$ cat config.mk
export PLATFORM = sky130hd
export DESIGN_NAME = mubt_ctrl
export DESIGN_NICKNAME = d
export VERILOG_FILES = /design/src/rtl/core/mubt_pkg.sv /design/src/rtl/core/mubt_ctrl.sv
export SDC_FILE = /design/constraint.sdc
export NUM_CORES = 1
export LEC_CHECK = 0
export ABC_AREA = 1
export BUFFER_PORTS_ARGS = -buffer_cell sky130_fd_sc_hd__buf_2
export CELL_PAD_IN_SITES_DETAIL_PLACEMENT = 1
export CELL_PAD_IN_SITES_GLOBAL_PLACEMENT = 1
export CORE_UTILIZATION = 28
export CTS_CLUSTER_DIAMETER = 80
export CTS_CLUSTER_SIZE = 24
export DETAILED_ROUTE_END_ITERATION = 8
export GPL_TIMING_DRIVEN = 1
export PLACE_DENSITY_LB_ADDON = 0.1
export SLEW_MARGIN = 15
export SYNTH_ARGS = -nofsm -noshare
export SYNTH_HDL_FRONTEND = slang
export SYNTH_SLANG_ARGS = --single-unit
$ cat constraint.sdc
create_clock -name clk -period 3.25 [get_ports clk]
set_input_delay 0.4875 -clock clk [delete_from_list [all_inputs] [get_ports clk]]
set_output_delay 0.4875 -clock clk [all_outputs]
set_load 0.05 [all_outputs]
$ cat src/rtl/core/mubt_pkg.sv
// Motor usage bin tracker: shared types, codes and constants.
// Used by every module of the core; depends on nothing.
package mubt_pkg;

  localparam int PULSE_W    = 12;
  localparam int RPM_W      = 16;
  localparam int TIME_W     = 48;
  localparam int USAGE_W    = 40;
  localparam int AVG_W      = 24;
  localparam int TOTAL_W    = 46;
  localparam int TIMEOUT_W  = 32;
  localparam int CFG_IDX_W  = 1;
  localparam int CFG_DATA_W = 32;

  // serial multiply and divide run over the magnitude of the average step
  localparam int MAG_W  = AVG_W;
  localparam int MPROD_W = MAG_W + USAGE_W;
  localparam int CNT_W  = $clog2(MAG_W);

  localparam int BIN_WIDTH_DEF = 50;
  localparam int NUM_BINS_DEF  = 64;

  localparam logic [PULSE_W-1:0]   NEUTRAL_RESET = 12'd1500;
  localparam logic [TIMEOUT_W-1:0] TIMEOUT_RESET = 32'd10000000;
  localparam logic [USAGE_W-1:0]   USAGE_MAX     = {USAGE_W{1'b1}};

  localparam logic [CFG_IDX_W-1:0] CFG_NEUTRAL = 1'b0;
  localparam logic [CFG_IDX_W-1:0] CFG_TIMEOUT = 1'b1;

  typedef enum logic [1:0] {
    ACT_RPM    = 2'd0,
    ACT_PULSE  = 2'd1,
    ACT_REPORT = 2'd2
  } action_t;

  typedef enum logic [3:0] {
    S_IDLE, S_CHK, S_SUM, S_SAT, S_DEC, S_MUL, S_DIVI, S_DIV, S_UPD, S_FIN,
    S_WALK, S_EMIT
  } state_t;

  typedef struct packed {
    logic accept;
    logic rd_bin;
    logic sum;
    logic sat;
    logic wr_plain;
    logic mul_start;
    logic mul_step;
    logic div_init;
    logic div_step;
    logic wr_upd;
    logic fin;
    logic walk_start;
    logic walk_emit;
  } cmd_t;

  typedef struct packed {
    logic charge_ok;
    logic first;
    logic charged_zero;
    logic cnt_last;
    logic walk_last;
    logic out_free;
  } stat_t;

endpackage

$ cat src/rtl/core/mubt_ctrl.sv
// Motor usage bin tracker: sequencing state machine.
// Drives datapath commands from its status; uses mubt_pkg.
module mubt_ctrl import mubt_pkg::*; (
  input  logic       clk,
  input  logic       rst,
  input  logic       in_valid,
  input  logic [1:0] action,
  output logic       in_ready,
  input  stat_t      stat,
  output cmd_t       cmd
);

  state_t state, state_next;

  always_ff @(posedge clk) begin
    if (rst) begin
      state <= S_IDLE;
    end else begin
      state <= state_next;
    end
  end

  always_comb begin
    state_next = state;
    cmd        = '0;
    in_ready   = 1'b0;
    unique case (state)
      S_IDLE: begin
        in_ready = !rst;
        if (in_valid && !rst) begin
          cmd.accept = 1'b1;
          unique case (action)
            ACT_PULSE:  state_next = S_CHK;
            ACT_REPORT: state_next = S_WALK;
            default:    state_next = S_IDLE;
          endcase
        end
      end
      S_CHK: begin
        if (stat.charge_ok) begin
          cmd.rd_bin = 1'b1;
          state_next = S_SUM;
        end else begin
          state_next = S_FIN;
        end
      end
      S_SUM: begin
        cmd.sum    = 1'b1;
        state_next = S_SAT;
      end
      S_SAT: begin
        cmd.sat    = 1'b1;
        state_next = S_DEC;
      end
      S_DEC: begin
        if (stat.first || stat.charged_zero) begin
          cmd.wr_plain = 1'b1;
          state_next   = S_FIN;
        end else begin
          cmd.mul_start = 1'b1;
          state_next    = S_MUL;
        end
      end
      S_MUL: begin
        cmd.mul_step = 1'b1;
        if (stat.cnt_last) state_next = S_DIVI;
      end
      S_DIVI: begin
        cmd.div_init = 1'b1;
        state_next   = S_DIV;
      end
      S_DIV: begin
        cmd.div_step = 1'b1;
        if (stat.cnt_last) state_next = S_UPD;
      end
      S_UPD: begin
        cmd.wr_upd = 1'b1;
        state_next = S_FIN;
      end
      S_FIN: begin
        if (stat.out_free) begin
          cmd.fin    = 1'b1;
          state_next = S_IDLE;
        end
      end
      S_WALK: begin
        cmd.walk_start = 1'b1;
        state_next     = S_EMIT;
      end
      S_EMIT: begin
        if (stat.out_free) begin
          cmd.walk_emit = 1'b1;
          if (stat.walk_last) state_next = S_IDLE;
        end
      end
      default: state_next = S_IDLE;
    endcase
  end

endmodule

=== After elaboration in Yosys (flattened, before gate mapping) ===
Cells that the tools add are included.

* Bits of input ports: 11
* Output and inout bits: 14
* Flip-flop bits (word level): 4
* Logic and storage cells: 53

* Equality and inequality tests: 19
* Mux-type cells: 28
* Reductions and logical operators: 5

{| class="wikitable"
|+ Operators with widths
! cell !! number
|-
| $pmux 4 s12 || 1
|-
| $mux 4 || 8
|-
| $mux 1 || 17
|-
| $eq 4x3->1 const B || 4
|-
| $eq 4x4->1 const B || 4
|-
| $ne 2x2->1 const B || 6
|-
| $eq 4x2->1 const B || 2
|-
| $pmux 4 s2 || 1
|-
| $reduce_and 6->1 || 1
|-
| $eq 4x1->1 const B || 1
|-
| $logic_not 4->1 || 1
|-
| $eq 2x1->1 const B || 1
|-
| $eq 2x2->1 const B || 1
|-
| $mux 2 || 1
|-
| $logic_and 1x1->1 || 1
|-
| $logic_not 1->1 || 1
|-
| $logic_or 1x1->1 || 1
|}

=== Logic depth before layout (Yosys ltp) ===
Gate-level depths: netlist of the first run.

* Depth in word-level cells: 4
* Gate-level depth with buffers: 9
* Depth with buffers taken out: 8

=== Worst setup path before layout of the first run ===
Ideal clock, no wire load.

* Path type: register to output
* From: register state[3]
* To: output cmd[2] (netlist bit)
* Stages on the path, launching flop included: 5
* Path buffers: 0
* Arrival time: 2.169 ns
* Setup slack: 0.593 ns
* Cell sequence: dfxtp_1 > inv_2 > nor2_2 > inv_1 > nor4_1

{| class="wikitable"
|+ RTL lines
! what !! RTL line !! source
|-
| start, declared || mubt_ctrl.sv:13 || <nowiki>state_t state, state_next;</nowiki>
|-
| start signal, assigned || mubt_ctrl.sv:19 || <nowiki>state <= state_next;</nowiki>
|-
| end, declared || mubt_ctrl.sv:10 || <nowiki>output cmd_t cmd</nowiki>
|}

==> summary.txt, run 1 <==
Worst hold path
  • Hold depth: 2
  • Hold path endpoint: state[3]
  • Min-Delay Startpoint: rst
  • Hold/Removal Path Class: in2reg

Drt
  • Wire length per cell: 10.78 um
  • Routed vias: 649
  • Drt first pass iters: 5
  • DRT antenna net count: 0
  • DRC: 0
  • Total Wirelength: 1.499 mm
  • Post-DR vias/cell: 4.669
  • Detailed router's first-iteration violation count: 13

Die
  • Row cnt: 14
  • Die H: 43.91 um
  • Die ar.: 1928 um^2
  • Initial Util: 31.19%
  • Die width: 43.91 um
  • # IOs: 25
  • Core ar.: 1577 um^2

Placed design
  • IO Port Bufs: 24
  • Placer Congestion: 0.7856
  • DP HPWL: 1.275 mm

STA
  • Max frequency: 492.6 MHz
  • Final TNS setup: 0 ns
  • Rel. slew slack: 78.02%
  • Minimum clock period after layout: 2.030 ns
  • Worst-Margin Slew: 0.3292 ns
  • Period utilization: 62.47%
  • Fin Clk Skew: 0.001007 ns
  • Final setup viols: 0
  • Slew Limit Fails: 0
  • RSZ-0062 raised after global routing: no
  • Final hold vios: 0

Global routing
  • Vias in the first global route: 555
  • First-pass GRT wire length: 2.380 mm
  • Largest net degree at the start of global routing: 11
  • Global Route Usage Sum: 16.95%
  • Overflow after GRT: 0
  • Initial antenna violation count: 0

Critical path
  • Worst Reg-to-Reg Cells: 8
  • RR Endpoint: state[3]
  • Setup CP Type: reg2out
  • Nature of the critical path startpoint: register
  • CP arrival: 1.54 ns
  • CP required: 2.76 ns
  • R2R Path Start: state[0]
  • CP Capture Type: output port
  • R2r setup slk: 1.84 ns
  • CP Max Fanout: 6

Pwr
  • Power Density: 847.9 nW/um^2
  • Final Power: 548.5 uW
  • Leak Pwr: 0.0004482 uW
  • VDD IR max: 342.9 uV

Synthesis
  • Register bit total from synthesis: 4
  • Yosys warns: 0
  • Top-area cell type share of the netlist area: 24.43%
  • Cells after synthesis: 97
  • Sequential share of the synthesized area: 16.28%
  • Post-Synth Adder-Cell Area: 0%
  • Mean post-synth cell area: 5.069 um^2
  • Compound-Gate Fraction of Synth Area: 4.835%
  • Largest family of logic cells by synthesized area: simple AND/OR/NAND/NOR gates
  • Synth area leader: nand2_1
  • Netlist cell types: 16
  • Synth Area in XOR/XNOR: 0%
  • Mapped Area: 491.7 um^2
  • Synthesized Nets: 108
  • Multiplexer share of the synthesized area: 0%
  • Synth top area cells: nand2_1 (24%), dfxtp_1 (16%), inv_1 (15%)
  • Simple-gate share of the synthesized area: 60.56%

Layout
  • Regs by FF count: state x4
  • Ant diodes: 0
  • Largest register by flop count: state
  • FILL cells: 249
  • Nets: 136
  • Layout area overhead: 31.55%
  • Layout cells sized above 1: 32.52%
  • Largest register FFs: 4

CTS
  • CTS Buf Count: 3
  • Latest clock arrival within the worst-skew pair: 0.23 ns
  • Clock transition at the registers of the reported paths: 0.04 ns
  • Root Driver: clkbuf_4
  • Post-CTS Setup Inserts: 0
  • CTS HTree Levels: 1
  • CTS Hold Bufs: 0
  • Clk sinks: 4
  • Post-CTS sizing: 0
  • CTS tree: built
  • Deepest clock path buffer count: 2

Run
  • Total of max-cap violations: 0

Status
  • Status: complete, no violations
layer usage:
metal  vias to the layer above  global-route usage [%]  part of all wire (%)
li1                        343                       -                     -
met1                       287                   21.30                    46
met2                        19                   28.66                    50
met3                         0                   5.000                   4.2
met4                         0                   3.636                     0
met5                         -                       0                     0
cells in the final DEF (no fill, tap or decap):
master    synthesis  layout
nand2_1          32      32
buf_2             0      24
inv_1            19      19
nor2_1           12      12
nand3_1           7       7
nor2_2            5       5
nor3_1            4       4
dfxtp_1           4       4
inv_2             3       3
a21oi_1           3       3
clkbuf_4          0       3
nand2_2           2       2
nor2_4            1       1
nor4_1            1       1
nand3_2           1       1
nand4_1           1       1
a21oi_2           1       1
worst max-delay path, stage by stage, from the launching register on:
cell and delay, ns:
dfxtp_1 0.50, inv_2 0.08, nor2_2 0.15, inv_1 0.11, nor4_1 0.16, buf_2 0.31
synth_stat cells:
master   count
a21oi_1      3
nand2_2      2
nand3_2      1
nand3_1      7
nor4_1       1
nor2_1      12
inv_2        3
inv_1       19
nor2_4       1
a21oi_2      1
nor3_1       4
dfxtp_1      4
nand2_1     32
nor2_2       5
buf_4        1
nand4_1      1
how the worst max path moves through the flow:
stage / slack, ns / cells after the start / to / start
after CTS: 1.22 / 5 / cmd[2] / state[3]
after floorplan: 0.59 / 4 / cmd[2] / state[3]
final: 1.22 / 5 / cmd[2] / state[3]
after global routing: 1.10 / 5 / cmd[2] / state[3]
after detailed placement: 1.48 / 5 / cmd[2] / state[3]
after global placement: 1.41 / 5 / cmd[2] / state[3]
kinds of logic after synthesis:
kind of cell	after synthesis
DFF	4
AOI/OAI and AO/OA	4
and+or+nand+nor	66
buffers and inverters	23
power breakdown:
group / internal [uW] / switching [uW] / total [uW]
Clock: 41.2 / 19.5 / 60.8
Combinational: 106 / 275 / 381
Sequential: 66.1 / 40.5 / 107
Total: 213 / 335 / 548
layout make-up:
type | count | area (um^2) | share of cell area [%]
Multi-Input combinational cell | 70 | 321.6 | 49.71
Tap cell | 16 | 20.02 | 3.095
Timing Repair Buffer | 24 | 120.1 | 18.57
Inverter | 22 | 82.58 | 12.77
Clock buffer | 3 | 22.52 | 3.482
Sequential cell | 4 | 80.08 | 12.38
stage by stage:
| step | hold slack (ns) | utilization [%] | setup slack (ns) | area (um^2) | std cells |
|---|---|---|---|---|---|
| after floorplan | 0.5104 | - | 0.5933 | 491.7 | 97 |
| final | 0.4871 | 41.03 | 1.220 | 646.9 | 139 |
| after CTS | 0.4840 | 41.03 | 1.216 | 646.9 | 139 |
| after global routing | 0.4865 | 41.03 | 1.102 | 646.9 | 139 |
| after global placement | 0.5655 | 39.60 | 1.408 | 624.3 | 136 |
| after detailed placement | 0.5822 | 39.60 | 1.475 | 624.3 | 136 |
Power figures use the tool's default switching activity.
==> run 2, diff against run 1 <==
--- a/config.mk
+++ b/config.mk
@@ -5,11 +5,11 @@
 export SDC_FILE = /design/constraint.sdc
 export NUM_CORES = 1
 export LEC_CHECK = 0
-export ABC_AREA = 1
+export ABC_AREA = 0
 export BUFFER_PORTS_ARGS = -buffer_cell sky130_fd_sc_hd__buf_2
 export CELL_PAD_IN_SITES_DETAIL_PLACEMENT = 1
 export CELL_PAD_IN_SITES_GLOBAL_PLACEMENT = 1
-export CORE_UTILIZATION = 28
+export CORE_UTILIZATION = 27
 export CTS_CLUSTER_DIAMETER = 80
 export CTS_CLUSTER_SIZE = 24
 export DETAILED_ROUTE_END_ITERATION = 8
==> constraint.sdc (replaced) <==
create_clock -name clk -period 2 [get_ports clk]
set_input_delay 0.3 -clock clk [delete_from_list [all_inputs] [get_ports clk]]
set_output_delay 0.3 -clock clk [all_outputs]
set_load 0.05 [all_outputs]
==> run 2 against run 1 <==
Effect of this change: die area down 7.0%; core utilization up 1.5 points; register-to-register slack worse by 1.5 ns; final area down 0.97%; sequential power up 43%; count of clock-buffer cells in the layout unchanged; synthesized cell count down 31%; setup slack worse by 1.1 ns; critical path type unchanged; largest cell class unchanged.
==> summary.txt, run 2 <==
Status
  • Status: complete, no violations

Worst hold path
  • Hold depth: 2 (unchanged)
  • Hold path endpoint: state[2]
  • Hold/Removal Path Class: in2reg
  • Min-Delay Startpoint: stat[2]

Critical path
  • Crit path max-delay cell type: or4b_1
  • CP Max Fanout: 12 (+6)
  • CP required: 1.70 ns (-1.06 ns)
  • Worst Reg-to-Reg Cells: 5 (-3)
  • Critical Path Max Stage Delay: 0.60 ns (+0.10 ns)
  • R2R Path Start: state[1]
  • R2r setup slk: 0.36 ns (-1.48 ns)
  • RR Endpoint: state[0]
  • Nature of the critical path startpoint: register
  • CP Capture Type: output port
  • Setup CP Type: reg2out
  • Crit-path cells: or4b_1 -> nor2_1 -> clkbuf_4
  • CP arrival: 1.62 ns (+0.08 ns)

Drt
  • Detailed router's first-iteration violation count: 6 (-7)
  • DRC: 0 (unchanged)
  • Post-DR vias/cell: 5.266 (+13%)
  • Routed vias: 574 (-12%)
  • DRT antenna net count: 0 (unchanged)
  • Wire length per cell: 12.32 um (+14%)
  • Total Wirelength: 1.343 mm (-10%)
  • Drt first pass iters: 3 (-2)

Die
  • Die ar.: 1792 um^2 (-7.0%)
  • Core ar.: 1506 um^2 (-4.4%)
  • Initial Util: 29.15% (-2.0 points)
  • Row cnt: 14 (unchanged)
  • # IOs: 25 (unchanged)
  • Die H: 42.33 um (-3.6%)
  • Die width: 42.33 um (-3.6%)

Synthesis
  • EDFF count, synth: 0 (unchanged)
  • Post-synth top cells: nor2_1 (13), clkbuf_1 (5), nand2_1 (5)
  • Yosys warns: 0 (unchanged)
  • Netlist cell types: 28 (+12)
  • Ys async rst share: 0% (unchanged)
  • Count leader, synth: nor2_1
  • Mean post-synth cell area: 6.555 um^2 (+29%)
  • Sequential share of the synthesized area: 18.23% (+1.9 points)
  • Top-area cell type share of the netlist area: 18.23% (-6.2 points)
  • Synthesized Nets: 78 (-28%)
  • Synth top area cells: dfxtp_1 (18%), nor2_1 (11%), o2bb2ai_1 (6.0%)
  • Mapped Area: 439.2 um^2 (-11%)
  • Cells after synthesis: 67 (-31%)
  • Ys flop type: dfxtp_1
  • Register bit total from synthesis: 4 (unchanged)
  • Synth area leader: dfxtp_1

STA
  • Fin Clk Skew: 0.004349 ns (+0.003342 ns)
  • Rel. slew slack: 78.00% (about the same)
  • Final TNS setup: 0 ns (unchanged)
  • Slew Limit Fails: 0 (unchanged)
  • Period utilization: 95.85%
  • Worst-Margin Slew: 0.3295 ns (+0.0003639 ns)
  • RSZ-0062 raised after global routing: no
  • Final hold vios: 0 (unchanged)
  • Final setup viols: 0 (unchanged)
  • Minimum clock period after layout: 1.917 ns
  • Final hold slack: 0.2970 ns (-0.1902 ns)
  • Max frequency: 521.7 MHz

Placed design
  • IO Port Bufs: 24 (unchanged)
  • DP HPWL: 1.063 mm (-17%)
  • Placer Congestion: 0.7160 (-8.9%)

Pwr
  • Flop pwr share: 18.7% (-0.7 points)
  • Net Sw Power: 447.5 uW (+33%)
  • Int Pwr: 368.8 uW (+73%)
  • Leak Pwr: 0.0003052 uW (-32%)
  • VDD IR max: 635.6 uV (+85%)
  • Power Density: 1274 nW/um^2 (+50%)
  • Switching share of total power: 54.82% (-6.3 points)
  • Clk pwr share: 11.4% (+0.3 points)
  • Logic pwr share: 69.9% (+0.4 points)

CTS
  • Clk sinks: 4 (unchanged)
  • Clock transition at the registers of the reported paths: 0.04 ns (about the same)
  • Deepest clock path buffer count: 2 (unchanged)
  • Root Driver: clkbuf_4
  • CTS tree: built
  • CTS Buf Count: 3 (unchanged)
  • CTS Hold Bufs: 0 (unchanged)
  • CTS HTree Levels: 1 (unchanged)
  • Latest clock arrival within the worst-skew pair: 0.22 ns (about the same)

Layout
  • Most common cell after layout, fill and taps aside: buf_2
  • Final Util: 42.52% (+1.5 points)
  • Sequential cell area: 81.33 um^2 (+1.6%)
  • Ant diodes: 0 (unchanged)
  • Area of the multi-input gates: 354.1 um^2 (+10%)
  • Layout cells sized above 1: 41.94% (+9.4 points)
  • Largest register FFs: 4 (unchanged)
  • Regs by FF count: state x4
  • Nets: 106 (-22%)
  • Commonest non-fill, non-tap cells in the layout: buf_2 (22), nor2_1 (13), nand2_1 (5), clkbuf_4 (5), buf_4 (4)
  • FILL cells: 202 (-19%)
  • Layout area overhead: 45.87%
  • Largest register by flop count: state

Global routing
  • Overflow after GRT: 0 (unchanged)
  • Global Route Usage Sum: 14.65% (-2.3 points)
  • Vias in the first global route: 475 (-14%)
  • Largest net degree at the start of global routing: 17 (+6)
  • First-pass GRT wire length: 2.118 mm (-11%)
  • Initial antenna violation count: 0 (unchanged)

Run
  • Total of max-cap violations: 0 (unchanged)
==> run 2: cell count changes in the layout (fill, tap and decap cells not counted), moves of 3 or more <==
| cell | previous run | this run |
|---|---|---|
| nand3_1 | 7 | 3 |
| nor2_2 | 5 | 0 |
| buf_4 | 0 | 4 |
| nand2_1 | 32 | 5 |
| nor3_1 | 4 | 1 |
| inv_2 | 3 | 0 |
| o2bb2ai_1 | 0 | 3 |
| inv_1 | 19 | 2 |
==> run 2: cell type report <==
cell class | count | area share [%]
Clock buffer | 3 | 3.516
Inverter | 2 | 1.172
Multi-Input combinational cell | 56 | 55.27
Sequential cell | 4 | 12.70
Tap cell | 16 | 3.125
Timing Repair Buffer | 28 | 24.22
==> run 2: kinds of logic after synthesis <==
logic type | count (synthesis) | share of synthesized area, %
AO/OA/AOI/OAI | 15 | 25.36
buffers and inverters | 7 | 5.984
flip-flops | 4 | 18.23
AND/OR/NAND/NOR | 41 | 50.43
==> run 2: critical path: cells and delay by family, from the launching register on <==
kind                   cells  cell delay, ns
and+or+nand+nor            2            0.75
buffers and inverters      1            0.25
DFF                        1            0.40
==> run 2: routing by layer <==
metal / part of all wire (%) / vias to the layer above / track usage (%)
met3: 2.8 / 0 / 1.293
met1: 52 / 267 / 22.69
met4: 0 / 0 / 0
met5: 0 / - / 0
li1: - / 295 / -
met2: 45 / 12 / 23.38
==> run 2: repair_timing <==
action                                  in CTS  in global routing
setup buffers                                0                  0
gates resized for setup                      0                  3
endpoints found under the setup margin       0                  5
==> run 2: power groups by stage <==
stage               logic (uW)  registers, uW  clock network (uW)
floorplan                  441            138                   0
global placement           576            152                   0
detailed placement         573            153                   0
CTS                        574            151                95.6
global route               623            160                 102
finish                     570            153                93.1
==> run 2: how the worst max path moves through the flow <==
stage	slack [ns]	endpoint	startpoint	cells past startpoint
after floorplan	-0.07	cmd[12]	state[2]	4
after global placement	0.28	cmd[9]	state[0]	4
after detailed placement	0.29	cmd[8]	state[1]	3
after CTS	0.05	cmd[8]	state[1]	3
after global routing	0.009	cmd[8]	state[1]	3
final	0.08	cmd[8]	state[1]	3
==> run 2: metrics by stage <==
| step | worst slack (ns) | power, uW | instance area (um^2) | std cells |
|---|---|---|---|---|
| 2_1_floorplan | -0.06614 | 579.1 | 460.4 | 67 |
| 3_3_place_gp | 0.2807 | 728.5 | 611.8 | 106 |
| 3_5_place_dp | 0.2892 | 725.8 | 611.8 | 106 |
| 4_1_cts | 0.04787 | 820.7 | 634.4 | 109 |
| 5_1_grt | 0.008935 | 886.3 | 640.6 | 109 |
| 6_report | 0.08304 | 816.2 | 640.6 | 109 |
==> run 3, diff against run 2 <==
--- a/config.mk
+++ b/config.mk
@@ -7,14 +7,13 @@
 export LEC_CHECK = 0
 export ABC_AREA = 0
 export BUFFER_PORTS_ARGS = -buffer_cell sky130_fd_sc_hd__buf_2
-export CELL_PAD_IN_SITES_DETAIL_PLACEMENT = 1
-export CELL_PAD_IN_SITES_GLOBAL_PLACEMENT = 1
-export CORE_UTILIZATION = 27
+export CORE_AREA = 2 2 39 41
 export CTS_CLUSTER_DIAMETER = 80
 export CTS_CLUSTER_SIZE = 24
 export DETAILED_ROUTE_END_ITERATION = 8
+export DIE_AREA = 0 0 41 43
 export GPL_TIMING_DRIVEN = 1
-export PLACE_DENSITY_LB_ADDON = 0.1
+export RECOVER_POWER = 100
 export SLEW_MARGIN = 15
 export SYNTH_ARGS = -nofsm -noshare
 export SYNTH_HDL_FRONTEND = slang
==> run 3 against run 2 <==
Effect of this change: count of clock-buffer cells in the layout is the same; global-route usage grew 2.9 points; final area shrank 1.4%; combinational power shrank 2%; clock skew shrank 0.0024 ns; via count shrank 1.7%; cell count is the same; worst hold slack lost 0.024 ns; flip-flop and latch count is the same; critical endpoint is now cmd[12].
==> summary.txt, run 3 (synthesis gave the netlist of run 2 again) <==
Drt
  • Wire length per cell: 12.17 um (-1.3%)
  • Detailed router's first-iteration violation count: 18 (+12)
  • DRC: 0 (unchanged)
  • Post-DR vias/cell: 5.174 (-1.7%)
  • Drt first pass iters: 4 (+1)
  • Total Wirelength: 1.326 mm (-1.3%)
  • Routed vias: 564 (-1.7%)
  • DRT antenna net count: 0 (unchanged)

STA
  • Minimum clock period after layout: 1.913 ns (-0.004105 ns)
  • Final hold vios: 0 (unchanged)
  • Max frequency: 522.8 MHz (+0.21%)
  • Worst setup margin: 0.08715 ns (+0.004105 ns)
  • Period utilization: 95.64% (-0.21 points)
  • Final setup viols: 0 (unchanged)
  • Fin Clk Skew: 0.001978 ns (-0.002370 ns)
  • RSZ-0062 raised after global routing: no
  • Rel. slew slack: 61.09% (-17 points)
  • Worst-Margin Slew: 0.5862 ns (+0.2567 ns)
  • Slew Limit Fails: 0 (unchanged)
  • Final TNS setup: 0 ns (unchanged)

Critical path
  • CP arrival: 1.61 ns (about the same)
  • CP required: 1.70 ns (about the same)
  • Critical Path Max Stage Delay: 0.34 ns (-0.26 ns)
  • Crit path to: cmd[12]
  • CP Capture Type: output port
  • Nature of the critical path startpoint: register
  • Crit-path cells: buf_4 -> or2_2 -> nor3_4 -> and2_1 -> clkbuf_2
  • Crit path max-delay cell type: or2_2
  • CP Launch Point: state[1]
  • Worst Reg-to-Reg Cells: 5 (unchanged)
  • Setup CP Type: reg2out
  • RR Endpoint: state[3]
  • R2r setup slk: 0.27 ns (-0.09 ns)
  • CP Max Fanout: 9 (-3)
  • R2R Path Start: state[1]

Global routing
  • Largest net degree at the start of global routing: 18 (+1)
  • Overflow after GRT: 0 (unchanged)
  • Initial antenna violation count: 0 (unchanged)
  • First-pass GRT wire length: 2.118 mm (unchanged)
  • Vias in the first global route: 519 (+9.3%)
  • Global Route Usage Sum: 17.57% (+2.9 points)

Die
  • # IOs: 25 (unchanged)
  • Row cnt: 14 (unchanged)
  • Initial Util: 31.74% (+2.6 points)
  • Die H: 43 um (+1.6%)
  • Die width: 41 um (-3.1%)
  • Die ar.: 1763 um^2 (-1.6%)
  • Core ar.: 1384 um^2 (-8.1%)

Layout
  • Layout area overhead: 43.87%
  • Commonest non-fill, non-tap cells in the layout: nor2_1 (13), buf_2 (13), clkbuf_2 (10)
  • Largest register FFs: 4 (unchanged)
  • Non-Filler Cell Area, Final: 631.9 um^2 (-1.4%)
  • Layout cells sized above 1: 40.86% (-1.1 points)
  • Ant diodes: 0 (unchanged)
  • Nets: 106 (unchanged)
  • Regs by FF count: state x4
  • Final Util: 45.66% (+3.1 points)
  • Largest register by flop count: state

CTS
  • CTS HTree Levels: 1 (unchanged)
  • Deepest clock path buffer count: 2 (unchanged)
  • Clock transition at the registers of the reported paths: 0.04 ns (about the same)
  • CTS tree: built
  • Latest clock arrival within the worst-skew pair: 0.24 ns (+0.02 ns)
  • Clk sinks: 4 (unchanged)
  • Post-CTS Setup Inserts: 0 (unchanged)
  • Root Driver: clkbuf_4
  • CTS Buf Count: 3 (unchanged)

Pwr
  • Leak Pwr: 0.0002943 uW (-3.6%)
  • Power Density: 1308 nW/um^2 (+2.7%)
  • Final Power: 826.7 uW (+1.3%)
  • VDD IR max: 602.0 uV (-5.3%)

Status
  • Status: complete, no violations

Placed design
  • Pre-CTS WS: 0.2657 ns (-0.02348 ns)
  • IO Port Bufs: 24 (unchanged)
  • DP HPWL: 1.037 mm (-2.4%)
  • Placed Area: 611.8 um^2 (unchanged)
  • Placer Congestion: 0.8044 (+12%)

Run
  • Total of max-cap violations: 0 (unchanged)

Worst hold path
  • Hold/Removal Path Class: in2reg
## run 3: cell types whose count changed in the layout (fill, tap and decap cells not counted), sizes merged
cell,delta
clkbuf,+10
buf,-10
## run 3: metrics by stage
stage               std cells  hold WS, ns
global route              109       0.2681
global placement          106       0.5373
CTS                       109       0.2774
floorplan                  67       0.4150
finish                    109       0.2731
detailed placement        106       0.5305
## run 3: how the worst min path moves through the flow
stage / from / endpoint / slack (ns) / cells past startpoint
global placement: stat[2] / state[2] / 0.54 / 2
detailed placement: stat[2] / state[2] / 0.53 / 2
global route: stat[2] / state[2] / 0.27 / 2
CTS: stat[2] / state[2] / 0.28 / 2
floorplan: stat[2] / state[2] / 0.42 / 1
finish: stat[2] / state[2] / 0.27 / 2
## run 3: metal layers
| layer | global-route usage (%) | vias up | part of all wire, % |
|---|---|---|---|
| met5 | 0 | - | 0 |
| met4 | 8.000 | 0 | 1.4 |
| met3 | 4.712 | 3 | 4.8 |
| met2 | 27.81 | 16 | 47 |
| met1 | 20.90 | 251 | 47 |
| li1 | - | 294 | - |
## run 3: where the power goes
part | switching, uW | internal, uW
combinational | 368 | 190
sequential | 56.5 | 107
clock | 37.1 | 67.4
## run 3: final cells by class
| cell class | count | area [um^2] |
|---|---|---|
| clock buffer | 3 | 22.52 |
| tap | 16 | 20.02 |
| sequential | 4 | 82.58 |
| inverter | 2 | 7.507 |
| timing repair buffer | 28 | 148.9 |
| multi-input combinational | 56 | 350.3 |
| fill | 155 | 752.0 |
## run 3: worst max-delay path: cells and delay by family, from the launching register on
family / cells / cell delay, ns
buffers and inverters: 2 / 0.43
DFF: 1 / 0.33
and+or+nand+nor: 3 / 0.61
## run 3: timing repair
| item | in CTS | in global routing |
|---|---|---|
| endpoints found under the hold margin | 0 | 0 |
| hold buffers | 0 | 0 |
| setup endpoints to repair | 0 | 3 |
| gates resized for setup | 0 | 3 |
